**src/rtl/core/trfa_pkg.sv**
```systemverilog
// ----------------------------------------------------------------------------
// trfa_pkg
// Shared types, codes and constants of the tagged record frame assembler.
// ----------------------------------------------------------------------------
package trfa_pkg;

  // Default sizes
  localparam int unsigned MaxWordsDef    = 512;
  localparam int unsigned NumChannelsDef = 16;

  // Tag codes
  localparam logic [7:0] TagStatus = 8'h90;
  localparam logic [7:0] TagKey    = 8'hC0;
  localparam logic [3:0] ClsLeft   = 4'h5;
  localparam logic [3:0] ClsRight  = 4'hA;
  localparam logic [3:0] NibMarker = 4'hF;

  // Saturation limits
  localparam logic [7:0]  CntMax = 8'hFF;
  localparam logic [15:0] BadMax = 16'hFFFF;

  // Width of the per-frame wrong-length channel count
  localparam int unsigned FerrW = 5;

  // Configuration reset values
  localparam logic [7:0]  ExpLenRst   = 8'd32;
  localparam logic [3:0]  ChkChanRst  = 4'd14;
  localparam logic [31:0] SyncKeyRst  = 32'hFFBF0000;
  localparam logic        SyncInitRst = 1'b1;

  typedef enum logic [1:0] {
    CfgExpLen   = 2'd0,
    CfgChkChan  = 2'd1,
    CfgSyncKey  = 2'd2,
    CfgSyncInit = 2'd3
  } cfg_idx_e;

  typedef enum logic [2:0] {
    KindData   = 3'd0,
    KindMarker = 3'd1,
    KindKey    = 3'd2,
    KindStatus = 3'd3,
    KindBad    = 3'd4
  } kind_e;

  typedef enum logic [1:0] {
    StIdle  = 2'd0,
    StExec  = 2'd1,
    StCheck = 2'd2
  } state_e;

  // Request to the channel check unit
  typedef struct packed {
    logic       start;
    logic [7:0] expected;
  } chk_ctrl_t;

  // Status of the channel check unit
  typedef struct packed {
    logic             busy;
    logic [FerrW-1:0] ferr;
  } chk_stat_t;

  // Reverse the byte order of a word
  function automatic logic [31:0] swap32(logic [31:0] v);
    return {v[7:0], v[15:8], v[23:16], v[31:24]};
  endfunction

endpackage

```
**src/rtl/core/trfa_ram.sv**
```systemverilog
// ----------------------------------------------------------------------------
// trfa_ram
// Generic single-write, single-read RAM with registered read data.
// ----------------------------------------------------------------------------
module trfa_ram #(
  parameter  int unsigned Width = 8,
  parameter  int unsigned Depth = 16,
  localparam int unsigned AddrW = $clog2(Depth)
) (
  input  logic             clk_i,
  input  logic             we_i,
  input  logic [AddrW-1:0] waddr_i,
  input  logic [Width-1:0] wdata_i,
  input  logic [AddrW-1:0] raddr_i,
  output logic [Width-1:0] rdata_o
);

  logic [Width-1:0] mem_q [Depth];

  // Write port
  always_ff @(posedge clk_i) begin
    if (we_i) begin
      mem_q[waddr_i] <= wdata_i;
    end
  end

  // Registered read port
  always_ff @(posedge clk_i) begin
    rdata_o <= mem_q[raddr_i];
  end

endmodule

```
**src/rtl/core/trfa_chk.sv**
```systemverilog
// ----------------------------------------------------------------------------
// trfa_chk
// Frame-end channel check: walks channels 0..lim-1, one compare pair per
// channel, and counts the left and right counters that miss the expected length.
// ----------------------------------------------------------------------------
module trfa_chk #(
  parameter  int unsigned NumChannels = trfa_pkg::NumChannelsDef,
  localparam int unsigned AddrW       = $clog2(NumChannels),
  localparam int unsigned LimW        = $clog2(NumChannels + 1)
) (
  input  logic                clk_i,
  input  logic                rst_ni,
  input  trfa_pkg::chk_ctrl_t ctrl_i,
  input  logic [LimW-1:0]     lim_i,
  input  logic [7:0]          l_cnt_i,
  input  logic [7:0]          r_cnt_i,
  output logic [AddrW-1:0]    addr_o,
  output trfa_pkg::chk_stat_t stat_o
);
  import trfa_pkg::*;

  logic             busy_q;
  logic             phase_q;
  logic [LimW-1:0]  idx_q;
  logic [LimW-1:0]  lim_q;
  logic [7:0]       exp_q;
  logic [FerrW-1:0] ferr_q;
  logic [FerrW-1:0] mism;

  // Shared compare unit: mismatches of the current channel pair
  assign mism = FerrW'(l_cnt_i != exp_q) + FerrW'(r_cnt_i != exp_q);

  // Step the channel index: read phase, then compare phase
  always_ff @(posedge clk_i or negedge rst_ni) begin
    if (!rst_ni) begin
      busy_q  <= 1'b0;
      phase_q <= 1'b0;
      idx_q   <= '0;
      lim_q   <= '0;
      exp_q   <= '0;
      ferr_q  <= '0;
    end else if (ctrl_i.start) begin
      busy_q  <= 1'b1;
      phase_q <= 1'b0;
      idx_q   <= '0;
      lim_q   <= lim_i;
      exp_q   <= ctrl_i.expected;
      ferr_q  <= '0;
    end else if (busy_q) begin
      if (!phase_q) begin
        if (idx_q == lim_q) begin
          busy_q <= 1'b0;
        end else begin
          phase_q <= 1'b1;
        end
      end else begin
        ferr_q  <= ferr_q + mism;
        idx_q   <= idx_q + LimW'(1);
        phase_q <= 1'b0;
      end
    end
  end

  assign addr_o      = idx_q[AddrW-1:0];
  assign stat_o.busy = busy_q;
  assign stat_o.ferr = ferr_q;

  chk_idx_bound: assert property (@(posedge clk_i) disable iff (!rst_ni)
    busy_q |-> idx_q <= lim_q)
    else $error("check index ran past its limit");

  chk_ferr_bound: assert property (@(posedge clk_i) disable iff (!rst_ni)
    busy_q && phase_q |=> ferr_q <= $past(ferr_q) + FerrW'(2))
    else $error("check count grew by more than one channel pair");

endmodule

```
**src/rtl/core/tagged_record_frame_assembler.sv**
```systemverilog
// ----------------------------------------------------------------------------
// tagged_record_frame_assembler
// Decodes tagged 5-byte records, keeps per-channel and per-side frame counters,
// checks marker sequence numbers and reports a frame once both end markers
// have been seen.
//
//   channel  handshake                kind     payload
//   in       in_valid_i / in_ready_o  record   tag_i, payload_i, chunk_start_i
//   out      out_valid_o / out_ready_i result  kind_o .. bad_tag_total_o
//   cfg      cfg_we_i                 write    cfg_idx_i, cfg_wdata_i
//
// A record is accepted in StIdle, which also reads its channel counter, and
// in StExec updates state and loads the output register.
// A record that completes a frame then waits in StCheck while the check unit
// reads both counter RAMs once per channel, for min(checked_channels, NumChannels) channels.
// in_ready_o is high only between records; a full output register holds
// a kept record in StExec until out_ready_i frees it.
// Reset loads the configuration defaults and clears the frame at once
// through per-entry valid bits. sync_initial takes effect at reset only,
// where its reset value applies.
// ----------------------------------------------------------------------------
module tagged_record_frame_assembler #(
  parameter  int unsigned MaxWords    = trfa_pkg::MaxWordsDef,
  parameter  int unsigned NumChannels = trfa_pkg::NumChannelsDef,
  localparam int unsigned WcW         = $clog2(MaxWords + 1)
) (
  input  logic                       clk_i,
  input  logic                       rst_ni,
  // Configuration
  input  logic                       cfg_we_i,
  input  logic [1:0]                 cfg_idx_i,
  input  logic [31:0]                cfg_wdata_i,
  // Input records
  input  logic                       in_valid_i,
  output logic                       in_ready_o,
  input  logic [7:0]                 tag_i,
  input  logic [31:0]                payload_i,
  input  logic                       chunk_start_i,
  // Results
  output logic                       out_valid_o,
  input  logic                       out_ready_i,
  output logic [2:0]                 kind_o,
  output logic                       side_o,
  output logic [3:0]                 channel_o,
  output logic [31:0]                word_o,
  output logic                       stored_o,
  output logic                       seq_error_o,
  output logic                       frame_done_o,
  output logic [trfa_pkg::FerrW-1:0] frame_chan_errors_o,
  output logic [WcW-1:0]             left_words_o,
  output logic [WcW-1:0]             right_words_o,
  output logic                       sync_on_o,
  output logic [15:0]                bad_tag_total_o
);
  import trfa_pkg::*;

  localparam int unsigned AddrW = $clog2(NumChannels);
  localparam int unsigned LimW  = $clog2(NumChannels + 1);

  state_e state_q, state_d;

  // Configuration registers
  logic [7:0]  exp_len_q;
  logic [3:0]  chk_chan_q;
  logic [31:0] sync_key_q;

  // Captured record
  logic [7:0]  tag_q;
  logic [31:0] pay_q;
  logic        start_q;

  // Frame state
  logic [NumChannels-1:0] lvalid_q, rvalid_q;
  logic [WcW-1:0]         lwc_q, rwc_q;
  logic                   lend_q, rend_q;
  logic [31:0]            lprev_q, rprev_q;
  logic                   sync_q, disc_q;
  logic [15:0]            bad_q;
  logic [AddrW-1:0]       rd_addr_q;

  // Output register
  logic             out_valid_q;
  kind_e            out_kind_q;
  logic             out_side_q;
  logic [3:0]       out_chan_q;
  logic [31:0]      out_word_q;
  logic             out_stored_q;
  logic             out_seq_q;
  logic             out_done_q;
  logic [FerrW-1:0] out_ferr_q;
  logic [WcW-1:0]   out_lw_q, out_rw_q;
  logic             out_sync_q;
  logic [15:0]      out_bad_q;

  // Decode and next values
  logic [3:0]       cls, nib;
  logic             is_status, is_key, is_side, right, is_mark, is_data, is_bad;
  logic             drop, in_range, chan_inc, wc_inc, frame_end;
  logic             out_free, commit, upd, fin;
  logic [7:0]       l_rdata, r_rdata, l_eff, r_eff, cnt_sel;
  logic [WcW-1:0]   wc_sel, lwc_next, rwc_next;
  logic             lend_next, rend_next, sync_next, seq_err;
  logic [31:0]      prev_sel, swapped;
  logic [15:0]      bad_next;
  kind_e            kind;
  logic             l_we, r_we;
  logic [AddrW-1:0] ram_addr, chk_addr;
  logic [31:0]      lim_full;
  logic [LimW-1:0]  lim;
  chk_ctrl_t        chk_ctrl;
  chk_stat_t        chk_stat;

  // Record decode
  assign cls       = tag_q[7:4];
  assign nib       = tag_q[3:0];
  assign is_status = (tag_q == TagStatus);
  assign is_key    = (tag_q == TagKey);
  assign is_side   = (cls == ClsLeft) || (cls == ClsRight);
  assign right     = (cls == ClsRight);
  assign is_mark   = is_side && (nib == NibMarker);
  assign is_data   = is_side && (nib != NibMarker);
  assign is_bad    = !is_status && !is_key && !is_side;
  assign drop      = disc_q && !start_q;

  // Counter values; an entry not yet written since the frame cleared reads zero
  assign l_eff   = lvalid_q[rd_addr_q] ? l_rdata : '0;
  assign r_eff   = rvalid_q[rd_addr_q] ? r_rdata : '0;
  assign cnt_sel = right ? r_eff : l_eff;

  assign in_range = (32'(nib) < NumChannels);
  assign chan_inc = is_data && in_range && (cnt_sel != CntMax);

  // Per-side word counts saturate at MaxWords
  assign wc_sel   = right ? rwc_q : lwc_q;
  assign wc_inc   = is_data && (wc_sel < WcW'(MaxWords));
  assign lwc_next = lwc_q + WcW'(wc_inc && !right);
  assign rwc_next = rwc_q + WcW'(wc_inc && right);

  // End markers and sequence check
  assign swapped   = swap32(pay_q);
  assign prev_sel  = right ? rprev_q : lprev_q;
  assign seq_err   = is_mark && ((prev_sel + 32'd1) != swapped);
  assign lend_next = lend_q || (is_mark && !right);
  assign rend_next = rend_q || (is_mark && right);
  assign frame_end = !is_bad && lend_next && rend_next;

  assign sync_next = sync_q ^ (is_key && (pay_q == sync_key_q));
  assign bad_next  = (is_bad && (bad_q != BadMax)) ? bad_q + 16'd1 : bad_q;

  always_comb begin
    if (is_status) begin
      kind = KindStatus;
    end else if (is_key) begin
      kind = KindKey;
    end else if (is_mark) begin
      kind = KindMarker;
    end else if (is_data) begin
      kind = KindData;
    end else begin
      kind = KindBad;
    end
  end

  // Sequencer handshakes
  assign out_free = !out_valid_q || out_ready_i;
  assign commit   = (state_q == StExec) && (drop || out_free);
  assign upd      = commit && !drop;
  assign fin      = (state_q == StCheck) && !chk_stat.busy;

  always_comb begin
    state_d = state_q;
    unique case (state_q)
      StIdle: begin
        if (in_valid_i) state_d = StExec;
      end
      StExec: begin
        if (commit) state_d = (upd && frame_end) ? StCheck : StIdle;
      end
      StCheck: begin
        if (fin) state_d = StIdle;
      end
      default: state_d = StIdle;
    endcase
  end

  always_ff @(posedge clk_i or negedge rst_ni) begin
    if (!rst_ni) begin
      state_q <= StIdle;
    end else begin
      state_q <= state_d;
    end
  end

  assign in_ready_o = (state_q == StIdle);

  // Configuration writes
  always_ff @(posedge clk_i or negedge rst_ni) begin
    if (!rst_ni) begin
      exp_len_q  <= ExpLenRst;
      chk_chan_q <= ChkChanRst;
      sync_key_q <= SyncKeyRst;
    end else if (cfg_we_i) begin
      unique case (cfg_idx_e'(cfg_idx_i))
        CfgExpLen:   exp_len_q  <= cfg_wdata_i[7:0];
        CfgChkChan:  chk_chan_q <= cfg_wdata_i[3:0];
        CfgSyncKey:  sync_key_q <= cfg_wdata_i;
        // Sync state reloads its reset value at reset; nothing to hold
        CfgSyncInit: ;
      endcase
    end
  end

  // Capture the accepted record
  always_ff @(posedge clk_i) begin
    if (in_valid_i && in_ready_o) begin
      tag_q   <= tag_i;
      pay_q   <= payload_i;
      start_q <= chunk_start_i;
    end
  end

  // Counter RAM address: incoming tag, held tag, or check index
  always_comb begin
    unique case (state_q)
      StExec:  ram_addr = nib[AddrW-1:0];
      StCheck: ram_addr = chk_addr;
      default: ram_addr = tag_i[AddrW-1:0];
    endcase
  end

  always_ff @(posedge clk_i) begin
    rd_addr_q <= ram_addr;
  end

  assign l_we = upd && chan_inc && !right;
  assign r_we = upd && chan_inc && right;

  trfa_ram #(
    .Width (8),
    .Depth (NumChannels)
  ) u_left_cnt (
    .clk_i   (clk_i),
    .we_i    (l_we),
    .waddr_i (nib[AddrW-1:0]),
    .wdata_i (cnt_sel + 8'd1),
    .raddr_i (ram_addr),
    .rdata_o (l_rdata)
  );

  trfa_ram #(
    .Width (8),
    .Depth (NumChannels)
  ) u_right_cnt (
    .clk_i   (clk_i),
    .we_i    (r_we),
    .waddr_i (nib[AddrW-1:0]),
    .wdata_i (cnt_sel + 8'd1),
    .raddr_i (ram_addr),
    .rdata_o (r_rdata)
  );

  // Frame-end channel check
  assign lim_full          = (32'(chk_chan_q) > NumChannels) ? NumChannels : 32'(chk_chan_q);
  assign lim               = lim_full[LimW-1:0];
  assign chk_ctrl.start    = upd && frame_end;
  assign chk_ctrl.expected = exp_len_q;

  trfa_chk #(
    .NumChannels (NumChannels)
  ) u_chk (
    .clk_i   (clk_i),
    .rst_ni  (rst_ni),
    .ctrl_i  (chk_ctrl),
    .lim_i   (lim),
    .l_cnt_i (l_eff),
    .r_cnt_i (r_eff),
    .addr_o  (chk_addr),
    .stat_o  (chk_stat)
  );

  // Frame state: update on a kept record, clear on bad tag or frame end
  always_ff @(posedge clk_i or negedge rst_ni) begin
    if (!rst_ni) begin
      lvalid_q <= '0;
      rvalid_q <= '0;
      lwc_q    <= '0;
      rwc_q    <= '0;
      lend_q   <= 1'b0;
      rend_q   <= 1'b0;
      lprev_q  <= '0;
      rprev_q  <= '0;
      sync_q   <= SyncInitRst;
      disc_q   <= 1'b0;
      bad_q    <= '0;
    end else begin
      if (commit && start_q) begin
        disc_q <= 1'b0;
      end
      if (upd) begin
        bad_q  <= bad_next;
        sync_q <= sync_next;
        if (is_bad) begin
          lvalid_q <= '0;
          rvalid_q <= '0;
          lwc_q    <= '0;
          rwc_q    <= '0;
          lend_q   <= 1'b0;
          rend_q   <= 1'b0;
          disc_q   <= 1'b1;
        end else begin
          if (l_we) lvalid_q[nib[AddrW-1:0]] <= 1'b1;
          if (r_we) rvalid_q[nib[AddrW-1:0]] <= 1'b1;
          lwc_q  <= lwc_next;
          rwc_q  <= rwc_next;
          lend_q <= lend_next;
          rend_q <= rend_next;
          if (is_mark && !right) lprev_q <= swapped;
          if (is_mark && right)  rprev_q <= swapped;
        end
      end
      if (fin) begin
        lvalid_q <= '0;
        rvalid_q <= '0;
        lwc_q    <= '0;
        rwc_q    <= '0;
        lend_q   <= 1'b0;
        rend_q   <= 1'b0;
      end
    end
  end

  // Output register valid: set on a plain result or a finished check
  always_ff @(posedge clk_i or negedge rst_ni) begin
    if (!rst_ni) begin
      out_valid_q <= 1'b0;
    end else begin
      if (out_valid_q && out_ready_i) out_valid_q <= 1'b0;
      if (upd && !frame_end)          out_valid_q <= 1'b1;
      if (fin)                        out_valid_q <= 1'b1;
    end
  end

  // Output payload
  always_ff @(posedge clk_i) begin
    if (upd) begin
      out_kind_q   <= kind;
      out_side_q   <= is_side && right;
      out_chan_q   <= is_data ? nib : 4'd0;
      out_word_q   <= (is_mark || is_status) ? swapped : pay_q;
      out_stored_q <= wc_inc;
      out_seq_q    <= seq_err;
      out_done_q   <= frame_end;
      out_ferr_q   <= '0;
      out_lw_q     <= is_bad ? '0 : lwc_next;
      out_rw_q     <= is_bad ? '0 : rwc_next;
      out_sync_q   <= sync_next;
      out_bad_q    <= bad_next;
    end
    if (fin) begin
      out_ferr_q <= chk_stat.ferr;
    end
  end

  assign out_valid_o         = out_valid_q;
  assign kind_o              = out_kind_q;
  assign side_o              = out_side_q;
  assign channel_o           = out_chan_q;
  assign word_o              = out_word_q;
  assign stored_o            = out_stored_q;
  assign seq_error_o         = out_seq_q;
  assign frame_done_o        = out_done_q;
  assign frame_chan_errors_o = out_ferr_q;
  assign left_words_o        = out_lw_q;
  assign right_words_o       = out_rw_q;
  assign sync_on_o           = out_sync_q;
  assign bad_tag_total_o     = out_bad_q;

  a_ferr_only_on_done: assert property (@(posedge clk_i) disable iff (!rst_ni)
    out_valid_o && !frame_done_o |-> frame_chan_errors_o == '0)
    else $error("wrong-length count reported without a finished frame");

  a_no_write_in_check: assert property (@(posedge clk_i) disable iff (!rst_ni)
    chk_stat.busy |-> !l_we && !r_we)
    else $error("counter RAM written during frame check");

  a_bad_clears_counts: assert property (@(posedge clk_i) disable iff (!rst_ni)
    out_valid_o && kind_o == KindBad |-> left_words_o == '0 && right_words_o == '0)
    else $error("bad tag result carries word counts");

  a_check_starts: assert property (@(posedge clk_i) disable iff (!rst_ni)
    chk_ctrl.start |=> chk_stat.busy && state_q == StCheck)
    else $error("frame check did not start");

  a_wc_limit: assert property (@(posedge clk_i) disable iff (!rst_ni)
    lwc_q <= WcW'(MaxWords) && rwc_q <= WcW'(MaxWords))
    else $error("word count past its limit");

endmodule

```
**config.mk**
```make
export PLATFORM = sky130hd
export DESIGN_NAME = tagged_record_frame_assembler
export DESIGN_NICKNAME = d
export VERILOG_FILES = /design/src/rtl/core/trfa_pkg.sv /design/src/rtl/core/trfa_ram.sv /design/src/rtl/core/trfa_chk.sv /design/src/rtl/core/tagged_record_frame_assembler.sv
export SDC_FILE = /design/constraint.sdc
export NUM_CORES = 1
export LEC_CHECK = 0
export ABC_AREA = 0
export BUFFER_PORTS_ARGS = -buffer_cell sky130_fd_sc_hd__buf_2
export CAP_MARGIN = 0
export CORE_MARGIN = 2
export CORE_UTILIZATION = 40
export CTS_CLUSTER_DIAMETER = 120
export DETAILED_ROUTE_END_ITERATION = 16
export GPL_ROUTABILITY_DRIVEN = 0
export GPL_TIMING_DRIVEN = 0
export PLACE_DENSITY_LB_ADDON = 0.2
export SYNTH_ARGS = -nofsm -noshare
export SYNTH_HDL_FRONTEND = slang
export SYNTH_SLANG_ARGS = --single-unit
```
**constraint.sdc**
```tcl
create_clock -name clk_i -period 4.01 [get_ports clk_i]
set_clock_uncertainty 0.2 [all_clocks]
set_input_delay 0.401 -clock clk_i [delete_from_list [all_inputs] [get_ports clk_i]]
set_output_delay 0.401 -clock clk_i [all_outputs]
set_load 0.01 [all_outputs]
```
**Word level (Yosys, flattened, before mapping)**

Memories as Yosys holds them, arrays and structs flattened. A register that Yosys moved wholly into a read port is not among the register bits.
Index checks and enable logic that the tools add are counted.

- Flip-flop bits (word level): 337
- RAM bits: 256
- Input bits: 80
- Memories kept: 2

- Add/sub/neg operators: 8
- Order comparisons: 4
- Equality and inequality tests: 20
- Mux-type cells: 67
- Bitwise gates (word level): 4
- Reductions and logical operators: 64

Memories:

| name | words | width | rd ports | clocked after Yosys merged registers in | wr ports | RTL line | RTL |
|---|---|---|---|---|---|---|---|
| u_left_cnt.mem_q | 16 | 8 | 1 | 1 | 1 | trfa_ram.sv:18 | `logic [Width-1:0] mem_q [Depth];` |
| u_right_cnt.mem_q | 16 | 8 | 1 | 1 | 1 | trfa_ram.sv:18 |  |

Operators by type and width:

| cell | number |
|---|---|
| two-way mux 16 bit | 9 |
| two-way mux 10 bit | 7 |
| two-way mux 32 bit | 2 |
| two-way mux 5 bit | 8 |
| adder 32 x 1 -> 32 bit, second input constant | 1 |
| equality test 32 bit | 1 |
| != test 32 bit | 1 |
| bitwise OR 16 bit | 2 |
| logical AND 1 bit | 29 |
| two-way mux 1 bit | 27 |
| two-way mux 8 bit | 3 |
| adder 10 x 1 -> 10 bit | 2 |
| adder 16 x 1 -> 16 bit, second input constant | 1 |
| equality test 8 bit, second input constant | 2 |
| != test 16 bit, second input constant | 1 |
| != test 8 bit | 2 |
| AND reduction 2 bit | 6 |
| logical NOT 1 bit | 10 |
| < comparator 10 bit, second input constant | 1 |
| < comparator 4 x 5 -> 1 bit, second input constant | 2 |
| two-way mux 2 bit | 5 |
| AND reduction 3 bit | 3 |
| nonzero test 3 bit | 3 |
| adder 8 x 1 -> 8 bit, second input constant | 1 |
| other kinds (24) | 38 |

**Longest topological paths before layout**

- Word-level depth: 12
- Mapped depth: 17
- Gate-level depth less buffers: 14

**Hierarchy**

A second synthesis with hierarchy kept.

- Cell total of the unflattened synthesis: 1,854
- Area total of the unflattened synthesis: 26,882.0 um^2

By module, submodules not included:

| module | times used | cells an instance | area an instance (um^2) | sequential area each (um^2) |
|---|---|---|---|---|
| tagged_record_frame_assembler | 1 | 1,274 | 15,249.6 | 8,468.1 |
| trfa_ram | 2 | 229 | 5,147.4 | 4,003.8 |
| trfa_chk | 1 | 122 | 1,337.5 | 625.6 |

**Least setup slack after synthesis**

No wires, ideal clock.

- Path type: reg-to-reg
- Start point: register state_q[1]
- End point: register out_bad_q[0] (netlist: bad_tag_total_o[0]), enable pin
- Library setup time: 0.475 ns
- Data arrival time: 3.723 ns
- Setup slack: -0.388 ns
- Cell stages (with the launch flop): 9
- Path through: dfrtp_1 inv_1 ha_1 o21ai_0 nand2b_1 clkbuf_1 inv_1 buf_2 buf_1

- Cells in the longest elaborated chain, start to end: 3

Ends and longest elaborated chain:

| item | RTL line | RTL |
|---|---|---|
| start, declared | tagged_record_frame_assembler.sv:60 | `state_e state_q, state_d;` |
| start signal, assigned | tagged_record_frame_assembler.sv:188 | `state_q <= StIdle;` |
| start signal, assigned | tagged_record_frame_assembler.sv:190 | `state_q <= state_d;` |
| equality test 2 x 1 -> 1 bit | tagged_record_frame_assembler.sv:166 | `assign commit = (state_q == StExec) && (drop \|\| out_free);` |
| logical AND 1 bit | tagged_record_frame_assembler.sv:166 |  |
| logical AND 1 bit | tagged_record_frame_assembler.sv:167 | `assign upd = commit && !drop;` |
| named net upd | tagged_record_frame_assembler.sv:99 | `logic out_free, commit, upd, fin;` |
| end signal, assigned | tagged_record_frame_assembler.sv:357 | `out_bad_q <= bad_next;` |
| end, declared | tagged_record_frame_assembler.sv:93 | `logic [15:0] out_bad_q;` |

The timed path passes the listed nets, and every way through them passes these cells.
A chain may end at the register's enable or synchronous reset.

**Worst setup path in the final report**

- Start point: register rd_addr_q[0]
- End point: memory u_right_cnt.mem_q[11][4] (data pin)

- Cells in the longest elaborated chain, start to end: 5
- Elaborated cells on any way between the ends: 8

Ends and longest elaborated chain:

| item | RTL line | RTL |
|---|---|---|
| start, declared | tagged_record_frame_assembler.sv:79 | `logic [AddrW-1:0] rd_addr_q;` |
| start signal, assigned | tagged_record_frame_assembler.sv:232 | `rd_addr_q <= ram_addr;` |
| binary-select mux 1 bit (select 4 bit) (on tied branches) | tagged_record_frame_assembler.sv:126, tagged_record_frame_assembler.sv:127 |  |
| two-way mux 1 bit (on tied branches) | tagged_record_frame_assembler.sv:126, tagged_record_frame_assembler.sv:127 |  |
| two-way mux 8 bit (on tied branches) | tagged_record_frame_assembler.sv:126, tagged_record_frame_assembler.sv:127 |  |
| two-way mux 8 bit (*) | tagged_record_frame_assembler.sv:128 | `assign cnt_sel = right ? r_eff : l_eff;` |
| adder 8 x 1 -> 8 bit (*) | n/a |  |
| named net u_left_cnt.wdata_i[4] | trfa_ram.sv:13 | `input logic [Width-1:0] wdata_i,` |
| end, declared | trfa_ram.sv:18 |  |

The timed path passes the listed nets; every way through them passes the cells marked *. The select of a mux whose other input is x is not followed.

==> flow_results.org <==
** Detailed routing
- After the first detailed-routing iteration, the DRC count stood at 1269.
- Post-Route WL :: 72.50 mm
- # DRC :: 0
- The count of nets left with antenna violations once routing finished came out at 0.
- Dividing the detail-routed via count by the number of cells gives 5.398.
- Total number of vias :: 17.01k
- The first detailed-routing pass ran for 7 iterations.
- Dividing the detail-routed wire length by the instance count gives 23.00 um.

** STA
- Subtracting the final worst setup slack from the clock period gives 3.925 ns.
- After layout, the worst path uses 97.88% of the clock period.
- Slew at the pin closest to its max-slew limit :: 1.311 ns
- Headroom to the max-slew limit came out at 12.57%.
- The final-report max-slew violation count was 0.
- The count of final hold-check violations was 0.
- Timing would allow up to 254.8 MHz.
- Final Setup Violations :: 0
- Final hold analysis gives a worst-case slack of 0.1471 ns.

** Critical path
- For the worst setup path, the data arrival time is 3.99 ns.
- FF-to-FF path depth :: 12
- Critical path data required time :: 4.07 ns
- In this run the worst setup path terminates at u_right_cnt.mem_q[11][4].
- In this run the critical register-to-register path is launched from rd_addr_q[0].
- Crit start category :: register
- In this run the worst setup path begins at rd_addr_q[0].
- STA classifies the critical path endpoint as a register.
- Reg-to-reg setup timing slack :: 0.09 ns
- Worst R2R End :: u_right_cnt.mem_q[11][4]
- Crit-path max FO :: 32
- The setup path with the least slack is of type reg -> reg.

** Yosys
- Count of state elements after synthesis :: 609
- Synthesized cell area :: 26800 um^2
- The commonest cells after synthesis are 382 x sky130_fd_sc_hd__edfxtp_1, 187 x sky130_fd_sc_hd__dfrtp_1, 176 x sky130_fd_sc_hd__nand2_1.
- Count of flip-flops with a built-in enable after synthesis :: 382
- Proportion of netlist area held by the largest area contributor :: 42.81%
- By instance count, the leading cell after synthesis is sky130_fd_sc_hd__edfxtp_1.
- Share of the yosys chip area belonging to registers :: 63.73%
- Synthesis warning total :: 0
- Averaged over all synthesized cells, the footprint is 14.54 um^2.
- sky130_fd_sc_hd__edfxtp_1 takes more of the synthesized area than any other cell.
- Synthesis handed over a netlist of 1843 instances.
- Leading cell types by total area after synthesis :: sky130_fd_sc_hd__edfxtp_1 43%, sky130_fd_sc_hd__dfrtp_1 17%, sky130_fd_sc_hd__mux2_2 6.6%
- Proportion of register bits with asynchronous set or reset after synthesis :: 33.99%
- Distinct cell type count of the synthesized netlist :: 82
- Among all flip-flop cells after synthesis, the most frequent one is sky130_fd_sc_hd__edfxtp_1.

** Finish
- Share of cells above drive strength 1 :: 31.23%
- Final net count :: 2328
- Area growth from synthesis to layout :: 24.54%

** Clocking
- Clock slew seen by the registers of the worst setup and hold paths :: 0.06 ns
- CTS Root Buffer Type :: sky130_fd_sc_hd__clkbuf_16
- Number of sinks driven by the clock tree :: 609
- Worst-Skew Late Latency :: 0.62 ns
- Clock Tree Buf Depth :: 3
- Max H-tree Level :: 3
- Buffers inserted during clock tree synthesis total 68.
- TritonCTS built the clock tree.

** Pwr
- In this run the power density over the cells is 551.1 nW/um^2.
- Leakage power total :: 12.23 nW
- Worst voltage drop across the vdd grid :: 0.3332 mV
- Total power of the final layout :: 18.39 mW

** Global route
- The via count of the first global-routing pass was 17.54k.
- The number of antenna violations at the first check in global routing was 2.
- Summed over all layers, the global routing overflow is 0.
- The first global-routing pass estimated 109.4 mm of wire.
- Overall global routing resource usage :: 21.03%
- Entering global routing, the biggest net connects 113 pins.

** Floorplanning
- The floorplan step defined a die boundary enclosing 69080 um^2.
- Number of rows created at floorplan :: 94
- During I/O placement, the number of pins put on the boundary was 167.
- Placeable core area :: 66100 um^2
- Once the floorplan was initialized, standard cells occupied 40.54% of the core.
- The die is 262.8 um tall.
- Die Wd :: 262.8 um

** Run status
- The run finished with clean final reports.

** Place
- Post-detail-place hpwl :: 49.18 mm
- PortBufs :: 166

** Worst hold path
- In this run the worst hold path is classified as in -> reg.

** Job
- Max_cap viols :: 0
==> worst max-delay path, cell delays in order, from the launching register on <==
cell and delay, ns:
sky130_fd_sc_hd__dfxtp_2 0.34, sky130_fd_sc_hd__buf_12 0.14, sky130_fd_sc_hd__mux4_2 0.53, sky130_fd_sc_hd__mux2i_2 0.22, sky130_fd_sc_hd__mux2_4 0.22, sky130_fd_sc_hd__nor2_2 0.05, sky130_fd_sc_hd__buf_6 0.14, sky130_fd_sc_hd__a22o_4 0.24
sky130_fd_sc_hd__ha_4 0.17, sky130_fd_sc_hd__and3_2 0.25, sky130_fd_sc_hd__nand3_1 0.09, sky130_fd_sc_hd__o21ai_0 0.13, sky130_fd_sc_hd__a21oi_4 0.81
==> cell type report <==
class                   instances  area (um^2)
clock inverters                32        297.8
repair buffers                305         2504
well taps                     864         1081
diodes                          2        5.005
inverters                      25        96.34
fillers                      5567        32730
plain buffers                  90        551.8
clock buffers                  91         1901
flip-flops and latches        609        17080
multi-input cells            1134         9858
==> power by group <==
| group | switching, mW | internal [mW] |
|---|---|---|
| clock network | 2.61 | 3.51 |
| logic | 2.48 | 1.71 |
| registers | 0.620 | 7.46 |
| total | 5.71 | 12.7 |
==> cell usage in the layout (no fill, tap or decap), types with 29 or more instances in the layout <==
cell type                       Yosys  final
sky130_fd_sc_hd__buf_4              7     35
sky130_fd_sc_hd__nand2_1          176    174
sky130_fd_sc_hd__xnor2_1           99     98
sky130_fd_sc_hd__a21oi_1           36     35
sky130_fd_sc_hd__clkbuf_16          0     70
sky130_fd_sc_hd__mux2_2           156    154
sky130_fd_sc_hd__edfxtp_1         382    382
sky130_fd_sc_hd__dfrtp_1          187    187
sky130_fd_sc_hd__dlygate4sd3_1      0     76
sky130_fd_sc_hd__buf_12             0     32
sky130_fd_sc_hd__nand4_1           29     29
sky130_fd_sc_hd__nor2_1            82     80
sky130_fd_sc_hd__buf_2             31    188
sky130_fd_sc_hd__clkbuf_1          44     52
sky130_fd_sc_hd__xor2_1            62     59
sky130_fd_sc_hd__mux2i_1           39     38
sky130_fd_sc_hd__o21a_1            34     34
sky130_fd_sc_hd__nand3_1           49     46
sky130_fd_sc_hd__mux4_2            72     72
==> worst min-delay path by stage <==
stage	from	to	slack, ns	cells past startpoint
floorplan	rst_ni	bad_q[0]	-0.09	0
global placement	rvalid_q[6]	rvalid_q[6]	0.27	1
detailed placement	lvalid_q[15]	lvalid_q[15]	0.27	1
CTS	cfg_idx_i[1]	exp_len_q[6]	0.12	4
global route	cfg_idx_i[0]	exp_len_q[0]	0.12	4
finish	cfg_idx_i[0]	exp_len_q[2]	0.15	4
==> sequential cells by signal, indices dropped and copies added (netlist names), 10 cells and up <==
signal and count:
u_left_cnt.mem_q 128, u_right_cnt.mem_q 128, lprev_q 32, pay_q 32, rprev_q 32, sync_key_q 32
word_o 32, bad_q 16, bad_tag_total_o 16, lvalid_q 16, rvalid_q 16, left_words_o 10
lwc_q 10, right_words_o 10, rwc_q 10
==> metrics by stage <==
| stage | TNS [ns] | setup WS (ns) | utilization [%] | instances | instance area, um^2 |
|---|---|---|---|---|---|
| detailed placement | -326.83 | -1.266 | 44.21 | 2898 | 29220 |
| global route | -0.06463 | -0.007959 | 50.49 | 3151 | 33370 |
| CTS | 0 | 0.001203 | 50.09 | 3135 | 33110 |
| floorplan | -4.255 | -0.2288 | - | 1858 | 27050 |
| global placement | -767.20 | -1.897 | 43.82 | 2888 | 28960 |
| finish | 0 | 0.08504 | 50.49 | 3152 | 33370 |
==> layer usage <==
| layer | wire length (um) | up-vias | part of all wire, % | track usage, % |
|---|---|---|---|---|
| li1 | - | 7680 | - | - |
| met1 | 31160 | 8700 | 43 | 28.00 |
| met2 | 34280 | 498 | 47 | 33.84 |
| met3 | 4454 | 136 | 6.1 | 4.610 |
| met4 | 2600 | 0 | 3.6 | 7.892 |
| met5 | 0 | - | 0 | 0 |
==> logic make-up after synthesis <==
kind of cell             after synthesis  synth area share [%]
multiplexers                         268                 14.15
flip-flops                           609                 63.73
AO/OA/AOI/OAI                        178                 4.557
buffers and inverters                119                 1.966
adder cells (fa/ha/maj)               15                0.7284
other                                  1               0.01399
AND/OR/NAND/NOR                      492                 9.600
XOR/XNOR                             161                 5.262
==> what timing repair did <==
item | CTS | global route
hold buffers | 76 | 0
endpoints found under the hold margin | 171 | 0
endpoints found under the setup margin | 383 | 347
buffers inserted | 37 | 15
resized for setup | 66 | 35
cloned | 5 | 0
pin swaps | 34 | 13
No activity file was read; power rests on OpenSTA's default activity.
